### config.mk
export PLATFORM = sky130hd
export DESIGN_NAME = cubic_root_bisection_unit
export DESIGN_NICKNAME = d
export VERILOG_FILES = /design/src/crb_pkg.sv /design/src/cubic_root_bisection_unit.sv /design/src/crb_horner.sv /design/src/crb_search.sv
export VERILOG_INCLUDE_DIRS = /design/src /design/src/src
export SDC_FILE = /design/constraint.sdc
export NUM_CORES = 2
export LEC_CHECK = 0
export ABC_AREA = 1
export BUFFER_PORTS_ARGS = -buffer_cell sky130_fd_sc_hd__buf_2
export CAP_MARGIN = 20
export CORE_UTILIZATION = 54
export DETAILED_ROUTE_END_ITERATION = 16
export PLACE_DENSITY = 0.7
export SETUP_SLACK_MARGIN = 0.1
export SLEW_MARGIN = 20
export SYNTH_ARGS = -nofsm -noshare
export SYNTH_HDL_FRONTEND = slang
export SYNTH_SLANG_ARGS = --single-unit
export TNS_END_PERCENT = 100
### constraint.sdc
create_clock -name clk -period 14.7 [get_ports clk]
set_clock_uncertainty 0.05 [all_clocks]
set_input_delay 0.735 -clock clk [delete_from_list [all_inputs] [get_ports clk]]
set_output_delay 0.735 -clock clk [all_outputs]
set_load 0.02 [all_outputs]
### src/assert_macros.svh
// Assertion macros used by the top level to check this block.
`ifndef ASSERT_MACROS_SVH
`define ASSERT_MACROS_SVH

// Same-cycle implication, checked on every rising edge outside reset.
`define ASSERT_IMPL(label, clk, rst_n, ante, cons) \
    label: assert property (@(posedge clk) disable iff (!rst_n) (ante) |-> (cons)) \
        else $error("assertion failed: same-cycle implication");

// Next-cycle implication, checked on every rising edge outside reset.
`define ASSERT_NEXT(label, clk, rst_n, ante, cons) \
    label: assert property (@(posedge clk) disable iff (!rst_n) (ante) |=> (cons)) \
        else $error("assertion failed: next-cycle implication");

`endif

### src/crb_pkg.sv
// Shared types, constants and helper functions of the cubic root bisection block.
`timescale 1ns / 1ps

package crb_pkg;

    // Field widths
    localparam int COEF_W  = 32;
    localparam int POS_W   = 32;
    localparam int CNT_W   = 6;
    localparam int ACC_W   = 128;
    localparam int VAL_W   = 96;
    localparam int ADDR_W  = 2;

    // Bound on the number of halvings
    localparam logic [CNT_W-1:0] MAX_HALVINGS = 6'd32;

    // Configuration register indexes
    localparam logic [ADDR_W-1:0] REG_LOWER_BOUND   = 2'd0;
    localparam logic [ADDR_W-1:0] REG_UPPER_BOUND   = 2'd1;
    localparam logic [ADDR_W-1:0] REG_HALVING_COUNT = 2'd2;

    // Reset values of the configuration registers
    localparam logic [POS_W-1:0] LOWER_RESET = 32'hE200_0000;   // -30.0 in Q7.24
    localparam logic [POS_W-1:0] UPPER_RESET = 32'h3200_0000;   // 50.0 in Q7.24
    localparam logic [CNT_W-1:0] COUNT_RESET = 6'd27;

    // Outcome of one polynomial evaluation
    typedef struct packed {
        logic done;
        logic zero;
        logic neg;
    } eval_res_t;

    // Floor of the half sum of two signed Q7.24 positions
    function automatic logic [POS_W-1:0] midpoint(input logic [POS_W-1:0] lo,
                                                  input logic [POS_W-1:0] hi);
        logic signed [POS_W:0] sum;
        begin
            sum = $signed({lo[POS_W-1], lo}) + $signed({hi[POS_W-1], hi});
            midpoint = sum[POS_W:1];
        end
    endfunction

    // Clamp the halving count into one to MAX_HALVINGS
    function automatic logic [CNT_W-1:0] clamp_count(input logic [CNT_W-1:0] n);
        begin
            if (n == '0)
            begin
                clamp_count = 6'd1;
            end
            else if (n > MAX_HALVINGS)
            begin
                clamp_count = MAX_HALVINGS;
            end
            else
            begin
                clamp_count = n;
            end
        end
    endfunction

endpackage

### src/cubic_root_bisection_unit.sv
// Top level of the cubic root bisection block: configuration registers and units.
//
// Usage: an input item carries the four Q16.16 coefficients of a cubic and is
// taken when in_valid is high and in_stall is low. The block bisects the
// interval held in the lower_bound and upper_bound registers (Q7.24) for
// halving_count steps (zero counts as one, above 32 as 32) and returns one
// item: the last midpoint and a flag that the cubic was exactly zero there.
// Each evaluation of the cubic runs in the Horner unit on the one shared
// 33x32 multiplier (1, 2 and 3 partial products for the three Horner steps,
// each step followed by an accumulate), started by a registered strobe from
// the sequencer; the evaluations of an item run one after another. An item
// needs N+1 evaluations for N halvings, fewer on an early exact zero.
// in_stall stays high for the whole search.
// Results wait in an output register; while out_stall is high the result
// holds and a new item is still accepted, but a finished search waits for
// the register to empty. Configuration writes (cfg_we, cfg_addr, cfg_data)
// take effect at the next accepted item. Reset restores the register
// defaults (-30.0, 50.0, 27) and drops any item in flight.
`timescale 1ns / 1ps

module cubic_root_bisection_unit (
    input  logic                       clk,
    input  logic                       rst_n,
    input  logic                       cfg_we,
    input  logic [crb_pkg::ADDR_W-1:0] cfg_addr,
    input  logic [crb_pkg::POS_W-1:0]  cfg_data,
    input  logic                       in_valid,
    output logic                       in_stall,
    input  logic [crb_pkg::COEF_W-1:0] coef_cubic,
    input  logic [crb_pkg::COEF_W-1:0] coef_square,
    input  logic [crb_pkg::COEF_W-1:0] coef_linear,
    input  logic [crb_pkg::COEF_W-1:0] coef_const,
    output logic                       out_valid,
    input  logic                       out_stall,
    output logic [crb_pkg::POS_W-1:0]  root_estimate,
    output logic                       exact_zero
);
    import crb_pkg::*;

    `include "assert_macros.svh"

    logic [POS_W-1:0]  lower_bound_reg;
    logic [POS_W-1:0]  upper_bound_reg;
    logic [CNT_W-1:0]  halving_count_reg;
    logic              eval_start;
    logic [POS_W-1:0]  eval_x;
    logic [COEF_W-1:0] eval_a, eval_b, eval_c, eval_d;
    eval_res_t         eval_res;

    // Configuration registers; unknown indexes are dropped
    always_ff @(posedge clk or negedge rst_n)
    begin
        if (!rst_n)
        begin
            lower_bound_reg   <= LOWER_RESET;
            upper_bound_reg   <= UPPER_RESET;
            halving_count_reg <= COUNT_RESET;
        end
        else if (cfg_we)
        begin
            unique case (cfg_addr)
                REG_LOWER_BOUND:   lower_bound_reg   <= cfg_data;
                REG_UPPER_BOUND:   upper_bound_reg   <= cfg_data;
                REG_HALVING_COUNT: halving_count_reg <= cfg_data[CNT_W-1:0];
                default:
                begin
                end
            endcase
        end
    end

    crb_search u_search (
        .clk           (clk),
        .rst_n         (rst_n),
        .in_valid      (in_valid),
        .in_stall      (in_stall),
        .coef_cubic    (coef_cubic),
        .coef_square   (coef_square),
        .coef_linear   (coef_linear),
        .coef_const    (coef_const),
        .cfg_lower     (lower_bound_reg),
        .cfg_upper     (upper_bound_reg),
        .cfg_count     (halving_count_reg),
        .eval_start    (eval_start),
        .eval_x        (eval_x),
        .eval_a        (eval_a),
        .eval_b        (eval_b),
        .eval_c        (eval_c),
        .eval_d        (eval_d),
        .eval_res      (eval_res),
        .out_valid     (out_valid),
        .out_stall     (out_stall),
        .root_estimate (root_estimate),
        .exact_zero    (exact_zero)
    );

    crb_horner u_horner (
        .clk    (clk),
        .rst_n  (rst_n),
        .start  (eval_start),
        .x      (eval_x),
        .coef_a (eval_a),
        .coef_b (eval_b),
        .coef_c (eval_c),
        .coef_d (eval_d),
        .res    (eval_res)
    );

    // An accepted item keeps the block busy
    `ASSERT_NEXT(a_busy_after_accept, clk, rst_n, in_valid && !in_stall, in_stall)
    // A new result appears only at the end of a search
    `ASSERT_IMPL(a_result_from_search, clk, rst_n, $rose(out_valid), $past(in_stall))
    // An evaluation never starts while one is finishing
    `ASSERT_IMPL(a_no_start_on_done, clk, rst_n, eval_start, !eval_res.done)

endmodule

### src/crb_horner.sv
// Horner evaluation of the cubic on one shared 33x32 multiplier and a 128-bit accumulator.
`timescale 1ns / 1ps

module crb_horner (
    input  logic                       clk,
    input  logic                       rst_n,
    input  logic                       start,
    input  logic [crb_pkg::POS_W-1:0]  x,
    input  logic [crb_pkg::COEF_W-1:0] coef_a,
    input  logic [crb_pkg::COEF_W-1:0] coef_b,
    input  logic [crb_pkg::COEF_W-1:0] coef_c,
    input  logic [crb_pkg::COEF_W-1:0] coef_d,
    output crb_pkg::eval_res_t         res
);
    import crb_pkg::*;

    // Horner step 0..2 uses step+1 chunks of 32 bits of the running value
    logic [VAL_W-1:0]     v_reg;
    logic [ACC_W-1:0]     acc_reg;
    logic [1:0]           step_reg;
    logic [1:0]           k_reg;
    logic                 issue_reg;
    logic signed [64:0]   prod_reg;
    logic [1:0]           prod_k_reg;
    logic                 prod_last_reg;
    logic                 prod_valid_reg;
    logic                 done_reg;
    logic                 zero_reg;
    logic                 neg_reg;

    logic [COEF_W-1:0]    chunk;
    logic signed [32:0]   chunk_s;
    logic [ACC_W-1:0]     addend;
    logic [ACC_W-1:0]     sum;
    logic [ACC_W-1:0]     term_next;

    // Select the chunk; the top chunk of a step carries the sign
    always_comb
    begin
        chunk   = v_reg[{k_reg, 5'b0} +: COEF_W];
        chunk_s = (k_reg == step_reg) ? $signed({chunk[COEF_W-1], chunk})
                                      : $signed({1'b0, chunk});
        addend  = {{(ACC_W-65){prod_reg[64]}}, prod_reg} << {prod_k_reg, 5'b0};
        sum     = acc_reg + addend;
        term_next = (step_reg == 2'd0) ? {{48{coef_c[COEF_W-1]}}, coef_c, 48'b0}
                                       : {{24{coef_d[COEF_W-1]}}, coef_d, 72'b0};
    end

    // Multiply stage: one partial product per cycle while issue_reg is set
    always_ff @(posedge clk or negedge rst_n)
    begin
        if (!rst_n)
        begin
            issue_reg      <= 1'b0;
            prod_valid_reg <= 1'b0;
            done_reg       <= 1'b0;
        end
        else
        begin
            done_reg       <= 1'b0;
            prod_valid_reg <= issue_reg;
            if (start)
            begin
                issue_reg <= 1'b1;
            end
            else if (issue_reg && (k_reg == step_reg))
            begin
                issue_reg <= 1'b0;
            end
            else if (prod_valid_reg && prod_last_reg && (step_reg != 2'd2))
            begin
                issue_reg <= 1'b1;
            end
            if (prod_valid_reg && prod_last_reg && (step_reg == 2'd2))
            begin
                done_reg <= 1'b1;
            end
        end
    end

    // Datapath: load terms, issue chunks, accumulate shifted products
    always_ff @(posedge clk)
    begin
        if (start)
        begin
            v_reg    <= {{(VAL_W-COEF_W){coef_a[COEF_W-1]}}, coef_a};
            acc_reg  <= {{72{coef_b[COEF_W-1]}}, coef_b, 24'b0};
            step_reg <= 2'd0;
            k_reg    <= 2'd0;
        end
        else
        begin
            if (issue_reg)
            begin
                prod_reg      <= chunk_s * $signed(x);
                prod_k_reg    <= k_reg;
                prod_last_reg <= (k_reg == step_reg);
                if (k_reg != step_reg)
                begin
                    k_reg <= k_reg + 2'd1;
                end
            end
            if (prod_valid_reg)
            begin
                if (prod_last_reg && (step_reg != 2'd2))
                begin
                    // Advance to the next Horner step
                    v_reg    <= sum[VAL_W-1:0];
                    acc_reg  <= term_next;
                    step_reg <= step_reg + 2'd1;
                    k_reg    <= 2'd0;
                end
                else
                begin
                    acc_reg <= sum;
                end
            end
        end
        zero_reg <= (sum == '0);
        neg_reg  <= sum[ACC_W-1];
    end

    assign res.done = done_reg;
    assign res.zero = zero_reg;
    assign res.neg  = neg_reg;

endmodule

### src/crb_search.sv
// Bisection sequencer: interval bounds, halving counter and output register.
`timescale 1ns / 1ps

module crb_search (
    input  logic                       clk,
    input  logic                       rst_n,
    input  logic                       in_valid,
    output logic                       in_stall,
    input  logic [crb_pkg::COEF_W-1:0] coef_cubic,
    input  logic [crb_pkg::COEF_W-1:0] coef_square,
    input  logic [crb_pkg::COEF_W-1:0] coef_linear,
    input  logic [crb_pkg::COEF_W-1:0] coef_const,
    input  logic [crb_pkg::POS_W-1:0]  cfg_lower,
    input  logic [crb_pkg::POS_W-1:0]  cfg_upper,
    input  logic [crb_pkg::CNT_W-1:0]  cfg_count,
    output logic                       eval_start,
    output logic [crb_pkg::POS_W-1:0]  eval_x,
    output logic [crb_pkg::COEF_W-1:0] eval_a,
    output logic [crb_pkg::COEF_W-1:0] eval_b,
    output logic [crb_pkg::COEF_W-1:0] eval_c,
    output logic [crb_pkg::COEF_W-1:0] eval_d,
    input  crb_pkg::eval_res_t         eval_res,
    output logic                       out_valid,
    input  logic                       out_stall,
    output logic [crb_pkg::POS_W-1:0]  root_estimate,
    output logic                       exact_zero
);
    import crb_pkg::*;

    localparam logic [1:0] ST_IDLE   = 2'd0;
    localparam logic [1:0] ST_LOWER  = 2'd1;
    localparam logic [1:0] ST_MID    = 2'd2;
    localparam logic [1:0] ST_FINISH = 2'd3;

    logic [1:0]        state_reg, state_next;
    logic [COEF_W-1:0] a_reg, b_reg, c_reg, d_reg;
    logic [POS_W-1:0]  lo_reg, lo_next;
    logic [POS_W-1:0]  hi_reg, hi_next;
    logic [POS_W-1:0]  x_reg, x_next;
    logic              plo_zero_reg, plo_zero_next;
    logic              plo_neg_reg, plo_neg_next;
    logic [CNT_W-1:0]  cnt_reg, cnt_next;
    logic [CNT_W-1:0]  n_reg;
    logic              zflag_reg, zflag_next;
    logic              start_reg, start_next;
    logic              out_valid_reg, out_valid_next;
    logic [POS_W-1:0]  root_reg, root_next;
    logic              out_zero_reg, out_zero_next;
    logic              accept;
    logic              go_upper;
    logic [POS_W-1:0]  sel_lo, sel_hi, mid;
    logic [CNT_W-1:0]  cnt_inc;

    assign accept   = in_valid && (state_reg == ST_IDLE);
    assign go_upper = !plo_zero_reg && (eval_res.neg != plo_neg_reg);
    assign cnt_inc  = cnt_reg + 6'd1;

    // Pick the half interval that the next midpoint splits
    always_comb
    begin
        if ((state_reg == ST_MID) && go_upper)
        begin
            sel_lo = lo_reg;
            sel_hi = x_reg;
        end
        else if (state_reg == ST_MID)
        begin
            sel_lo = x_reg;
            sel_hi = hi_reg;
        end
        else
        begin
            sel_lo = lo_reg;
            sel_hi = hi_reg;
        end
        mid = midpoint(sel_lo, sel_hi);
    end

    // Sequence the evaluations of one item
    always_comb
    begin
        state_next     = state_reg;
        lo_next        = lo_reg;
        hi_next        = hi_reg;
        x_next         = x_reg;
        plo_zero_next  = plo_zero_reg;
        plo_neg_next   = plo_neg_reg;
        cnt_next       = cnt_reg;
        zflag_next     = zflag_reg;
        start_next     = 1'b0;
        out_valid_next = out_valid_reg && out_stall;
        root_next      = root_reg;
        out_zero_next  = out_zero_reg;
        unique case (state_reg)
            ST_IDLE:
            begin
                if (accept)
                begin
                    lo_next    = cfg_lower;
                    hi_next    = cfg_upper;
                    x_next     = cfg_lower;
                    start_next = 1'b1;
                    state_next = ST_LOWER;
                end
            end
            ST_LOWER:
            begin
                if (eval_res.done)
                begin
                    plo_zero_next = eval_res.zero;
                    plo_neg_next  = eval_res.neg;
                    cnt_next      = '0;
                    x_next        = mid;
                    start_next    = 1'b1;
                    state_next    = ST_MID;
                end
            end
            ST_MID:
            begin
                if (eval_res.done)
                begin
                    if (eval_res.zero)
                    begin
                        zflag_next = 1'b1;
                        state_next = ST_FINISH;
                    end
                    else
                    begin
                        // Keep the half whose ends differ in sign
                        lo_next  = sel_lo;
                        hi_next  = sel_hi;
                        cnt_next = cnt_inc;
                        if (!go_upper)
                        begin
                            plo_zero_next = 1'b0;
                            plo_neg_next  = eval_res.neg;
                        end
                        if (cnt_inc == n_reg)
                        begin
                            zflag_next = 1'b0;
                            state_next = ST_FINISH;
                        end
                        else
                        begin
                            x_next     = mid;
                            start_next = 1'b1;
                        end
                    end
                end
            end
            ST_FINISH:
            begin
                // Hold until the output register is free
                if (!out_valid_reg || !out_stall)
                begin
                    out_valid_next = 1'b1;
                    root_next      = x_reg;
                    out_zero_next  = zflag_reg;
                    state_next     = ST_IDLE;
                end
            end
            default:
            begin
                state_next = ST_IDLE;
            end
        endcase
    end

    // Control registers
    always_ff @(posedge clk or negedge rst_n)
    begin
        if (!rst_n)
        begin
            state_reg     <= ST_IDLE;
            start_reg     <= 1'b0;
            out_valid_reg <= 1'b0;
        end
        else
        begin
            state_reg     <= state_next;
            start_reg     <= start_next;
            out_valid_reg <= out_valid_next;
        end
    end

    // Payload registers
    always_ff @(posedge clk)
    begin
        if (accept)
        begin
            a_reg <= coef_cubic;
            b_reg <= coef_square;
            c_reg <= coef_linear;
            d_reg <= coef_const;
            n_reg <= clamp_count(cfg_count);
        end
        lo_reg       <= lo_next;
        hi_reg       <= hi_next;
        x_reg        <= x_next;
        plo_zero_reg <= plo_zero_next;
        plo_neg_reg  <= plo_neg_next;
        cnt_reg      <= cnt_next;
        zflag_reg    <= zflag_next;
        root_reg     <= root_next;
        out_zero_reg <= out_zero_next;
    end

    assign in_stall      = (state_reg != ST_IDLE);
    assign eval_start    = start_reg;
    assign eval_x        = x_reg;
    assign eval_a        = a_reg;
    assign eval_b        = b_reg;
    assign eval_c        = c_reg;
    assign eval_d        = d_reg;
    assign out_valid     = out_valid_reg;
    assign root_estimate = root_reg;
    assign exact_zero    = out_zero_reg;

endmodule
Word level (Yosys, flattened, before mapping)
Index checks and enable logic that the tools add are counted.
Storage, ports and cells
  bits in registers: 647
  bits in latches: 0
  bits in writable memories: 0
  memory bits (read-only): 0
  input port bits: 167
  output and inout port bits: 35
  memories: 0
Cells by class
  add/subtract/negate cells: 5
  $mul: 1
  div/mod/pow operators: 0
  $lt $le $gt $ge: 1
  eq/ne operators: 19
  shift-type cells: 2
  mux-type cells: 63
  bitwise logic cells: 1
  reduce and logical (&&, ||, !) cells: 40
Operators by type and width (number)
  128-bit 2-to-1 mux: 4
  32-bit 2-to-1 mux: 13
  96-bit 2-to-1 mux: 3
  128-bit adder: 1
  128-bit zero test: 1
  32-bit case mux with 2 select lines: 2
  128-bit by 7-bit << shifter with 128-bit output: 1
  32-bit case mux with 3 select lines: 1
  96-bit by 8-bit variable part select with 32-bit output: 1
  33-bit by 32-bit multiplier with 65-bit output: 1
  32-bit by 32-bit adder with 33-bit output: 1
  33-bit 2-to-1 mux: 1
  6-bit 2-to-1 mux: 4
  1-bit 2-to-1 mux: 20
  2-bit 2-to-1 mux: 10
  2-bit AND reduction: 7
  6-bit case mux with 2 select lines: 1
  2-bit nonzero test: 6
  5-bit AND reduction: 2
  1-bit logical AND: 9
  2-bit equality test (second input constant): 4
  2-bit by 1-bit != test with 1-bit output (second input constant): 4
  2-bit != test (second input constant): 4
  2-bit case mux with 4 select lines: 1
  21 further kinds: 30

Logic depth before layout (Yosys ltp)
  depth in word-level cells: 9
  mapped depth: 40
  mapped depth without buffers: 36

Hierarchy
From an unflattened synthesis, not the netlist that was laid out.
Unflattened totals
  cell total of the unflattened synthesis: 10361
  area total of the unflattened synthesis: 80746.2 sq um
By module, submodules not included
  crb_horner: times used 1, cells an instance 8865, area each 64961.1 sq um, sequential area each 8723.4 sq um
  crb_search: times used 1, cells an instance 1185, area each 12842.3 sq um, sequential area each 8267.9 sq um
  cubic_root_bisection_unit: times used 1, cells an instance 311, area each 2942.8 sq um, sequential area each 1765.4 sq um

Least setup slack after synthesis
OpenSTA, ideal clock, no wires.
  path kind: register to register
  start point: reg u_horner.k_reg[0]
  end point: reg u_horner.prod_reg[57], data pin
  library setup time: 276 ps
  arrival: 8030 ps
  setup slack: 6345 ps
  stages on the path, launching flop included: 30
  path buffers: 3
  cells stage by stage: dfxtp_1 > clkbuf_1 > buf_2 > nand2_1 > a21oi_1 > nand2_1 > inv_1 > buf_2 > nand2_1 > fa_1 > fa_1 > inv_1 > fa_1 > inv_1 > fa_1 > inv_1 > fa_1 > inv_1 > fa_1 > fa_1 > fa_1 > inv_1 > ha_1 > a21oi_1 > inv_1 > a31oi_1 > inv_1 > a221oi_1 > o311ai_0 > xor2_1
Between the ends
  word-level cells in the longest chain between the ends: 3
RTL lines
  start: declaration: RTL line crb_horner.sv:21  | logic [1:0] k_reg;
  start signal: assignment: RTL line crb_horner.sv:100  | k_reg <= k_reg + 2'd1;
  96-bit by 8-bit variable part select with 32-bit output / 2-bit equality test (equally long branches): RTL line crb_horner.sv:40, crb_horner.sv:41
  33-bit 2-to-1 mux (*): RTL line crb_horner.sv:41  | chunk_s = (k_reg == step_reg) ? $signed({chunk[COEF_W-1], chunk})
  33-bit by 32-bit multiplier with 65-bit output (*): RTL line crb_horner.sv:95  | prod_reg <= chunk_s * $signed(x);
  end signal: assignment: RTL line crb_horner.sv:95
  end: declaration: RTL line crb_horner.sv:23  | logic signed [64:0] prod_reg;
Every way passes the cells marked *; elsewhere a longest branch is shown, timed or not.
A chain may end at the register's enable or synchronous reset.

Worst setup path after layout
Ends and elaborated chain as after synthesis.

==> results.md <==
- Slew Limit Fails: 0
- P&R area growth vs syn: 7.61%
- WS Path Type: register to register
- Core area: 146000 µm²
- I/O pins: 202
- Slowest stage delay, CP: 0.94 ns
- Headroom to the max-slew limit: 11.9%
- H-Tree Depth: 3
- Starting Density: 54.5%
- Fin worst setup slack: 4.82 ns
- Synth cell types: 59
- Register area share after synthesis: 23.5%
- Most common cell after layout, fill and taps aside: nand2_1
- Resized cells post-CTS: 0
- TritonCTS sink count: 647
- Final hold violation count: 0
- CTS tree: done
- Final setup fails: 0
- Largest net degree at the start of global routing: 85
- Number of port buffers: 201
- Num rows: 140
- GRT overflow: 0
- Number of flops mapped to enable cells by yosys: 540
- Worst Tran Pin Value: 1.31 ns
- Synthesized instance count: 10213
- Mapped Area: 79700 µm²
- Worst min-delay path category: input port to register
- Die W: 386 µm
- Cts bufs inserted: 76
- DP Worst Slack: 4.93 ns
- Routed Antenna Nets: 0
- All-Layer GR Usage: 44.5%
- Ys Warns: 0
- Minimum clock period: 9.88 ns
- Post-synth ARST share: 11.9%
- Drc violations: 0
- Hold WS: 0.136 ns
- Clk Latency, worst-skew pair: 0.72 ns
- Finished Core Util: 58.7%
- Synth area leader: fa_1
- Vias in the first global route: 69033
- Total Neg Setup Slack: 0 ns
- Top cells by area, synth: fa_1, edfxtp_1, nand2_1, inv_1, ha_1
- Net count reported at finish: 11925
- Crit-path max FO: 37
- Max_cap viols: 0
- Commonest non-fill, non-tap cells in the layout: nand2_1, inv_1, fa_1
- #FFs+latches synth: 647
- Syn_nets: 11845
- Most used DFF post-synth: edfxtp_1
- RSZ-0062 raised after global routing: false
- Critical path required time: 15.07 ns
- Largest register FFs: 128
- Final WL: 332 mm
- Syn avg cell area: 7.80 µm²
- Status: finished, final reports clean
- CTS Root Cell: clkbuf_16
- Wirelength per Cell: 27.0 µm
- Slowest stage cell on the critical path: fa_1
- DR vias: 71677
- Initial antenna violation count: 28
- Crit path arrival time: 10.25 ns
- Routability congestion estimate: 1.10
- Area share of the largest cell type after synthesis: 28.0%
- CP dominant cell by count: inv_1
- CTS max path bufs: 3
- TritonRoute pass-1 iters: 8
- Die area: 149000 µm²
- Fraction of layout cells with a size suffix above 1: 7.07%
- CTS clk-pin slew, worst paths: 0.06 ns
- Period utilization: 67.2%
- Global-route wire length before repair: 471 mm
- Chip Height: 386 µm
- DRT iter0 DRCs: 9885
- Critical Path Source Type: register
- Worst setup EP type: register
- Fmax: 0.101 GHz
- DP HPWL: 274 mm
- DR vias/cell: 5.83
worst max-delay path: cells and delay by family, from the launching register on:
| family | cells | cell delay [ns] |
|---|---|---|
| fa+ha+maj | 9 | 5.19 |
| buf+inv | 13 | 2.25 |
| compound gates | 5 | 1.07 |
| simple gates | 3 | 0.47 |
| flops | 1 | 0.31 |
| xor+xnor | 1 | 0.18 |
final timing paths:
check | depth (start not counted) | start | to | slack [ns]
min in group asynchronous | 2 | rst_n | lower_bound_reg[13]$_DFFE_PN0P_ | 0.37
worst min register to register | 0 | u_horner.neg_reg$_DFF_P_ | u_search.plo_neg_reg$_DFFE_PP_ | 0.42
worst max register to register | 31 | u_horner.k_reg[0]$_SDFF_PP0_ | u_horner.prod_reg[57]$_DFFE_PP_ | 4.82
max in group asynchronous | 3 | rst_n | u_search.eval_start$_DFF_PN0_ | 13.12
worst max-delay path | 31 | u_horner.k_reg[0]$_SDFF_PP0_ | u_horner.prod_reg[57]$_DFFE_PP_ | 4.82
worst min-delay path | 1 | coef_cubic[3] | u_search.eval_a[3]$_DFFE_PP_ | 0.14
cell usage after synthesis, types with 4 or more instances:
cell,n
o21a_1,9
inv_1,2094
inv_2,62
o31ai_1,26
nor2_2,57
o21bai_1,14
nor3_1,28
o211ai_1,28
fa_1,1114
buf_1,27
dfxtp_1,30
or2_2,11
nand2_1,2820
o21ai_0,471
nor2_1,1090
nand3b_1,20
and2_1,5
nor2_4,11
a21boi_0,4
nor4_1,8
a21oi_1,319
buf_2,6
nand3_1,212
xnor2_1,79
o21ai_1,35
a22oi_1,32
ha_1,351
clkbuf_1,295
clkinv_1,28
edfxtp_1,540
a21o_1,12
a31oi_1,31
dfstp_2,11
nor3_2,14
o21ai_2,6
nand3_2,13
xor2_1,69
mux2i_1,32
nand2_2,38
dfrtp_1,66
o221ai_1,8
nand4_1,61
cell families (layout without fill, tap and decap cells):
family,after synthesis,after routing,share of synthesized area (%)
AO/OA/AOI/OAI,1010,1010,6.92
buffers and inverters,2512,2656,11.8
AND/OR/NAND/NOR,4397,4397,22.1
XOR/XNOR,150,150,1.67
multiplexers,32,32,0.402
other,0,14,0
flip-flops,647,647,23.5
adder cells (fa/ha/maj),1465,1465,33.5
layer usage:
layer  vias up  routed length (µm)  global-route usage, %
met2      4780              133000                   61.2
met1     34949              131000                   61.4
met5         -                 439                   1.30
li1      31092                   -                      -
met4        34               16900                   19.3
met3       822               49800                   18.0
per-stage QoR:
stage / cells / cell area (µm²)
6_report: 12288 / 85700
2_1_floorplan: 10213 / 79700
3_5_place_dp: 12130 / 83000
5_1_grt: 12274 / 85700
4_1_cts: 12273 / 85700
3_3_place_gp: 12129 / 82900
cell type report:
cell class / count / area (µm²)
antenna: 14 / 35.0
fill: 13581 / 60300
multi-input combinational: 7054 / 51700
tap: 1917 / 2400
inverter: 2184 / 8200
timing repair buffer: 330 / 2010
clock buffer: 84 / 1950
sequential: 647 / 18800
clock inverter: 58 / 731
repair_timing:
action,4_1_cts,5_1_grt
hold buffers,1,0
endpoints found under the hold margin,15,0
setup buffers,0,0
Power is left out: the tool's default activity adds up to more than one toggle a clock period on the data nets, which glitch-free logic cannot reach.
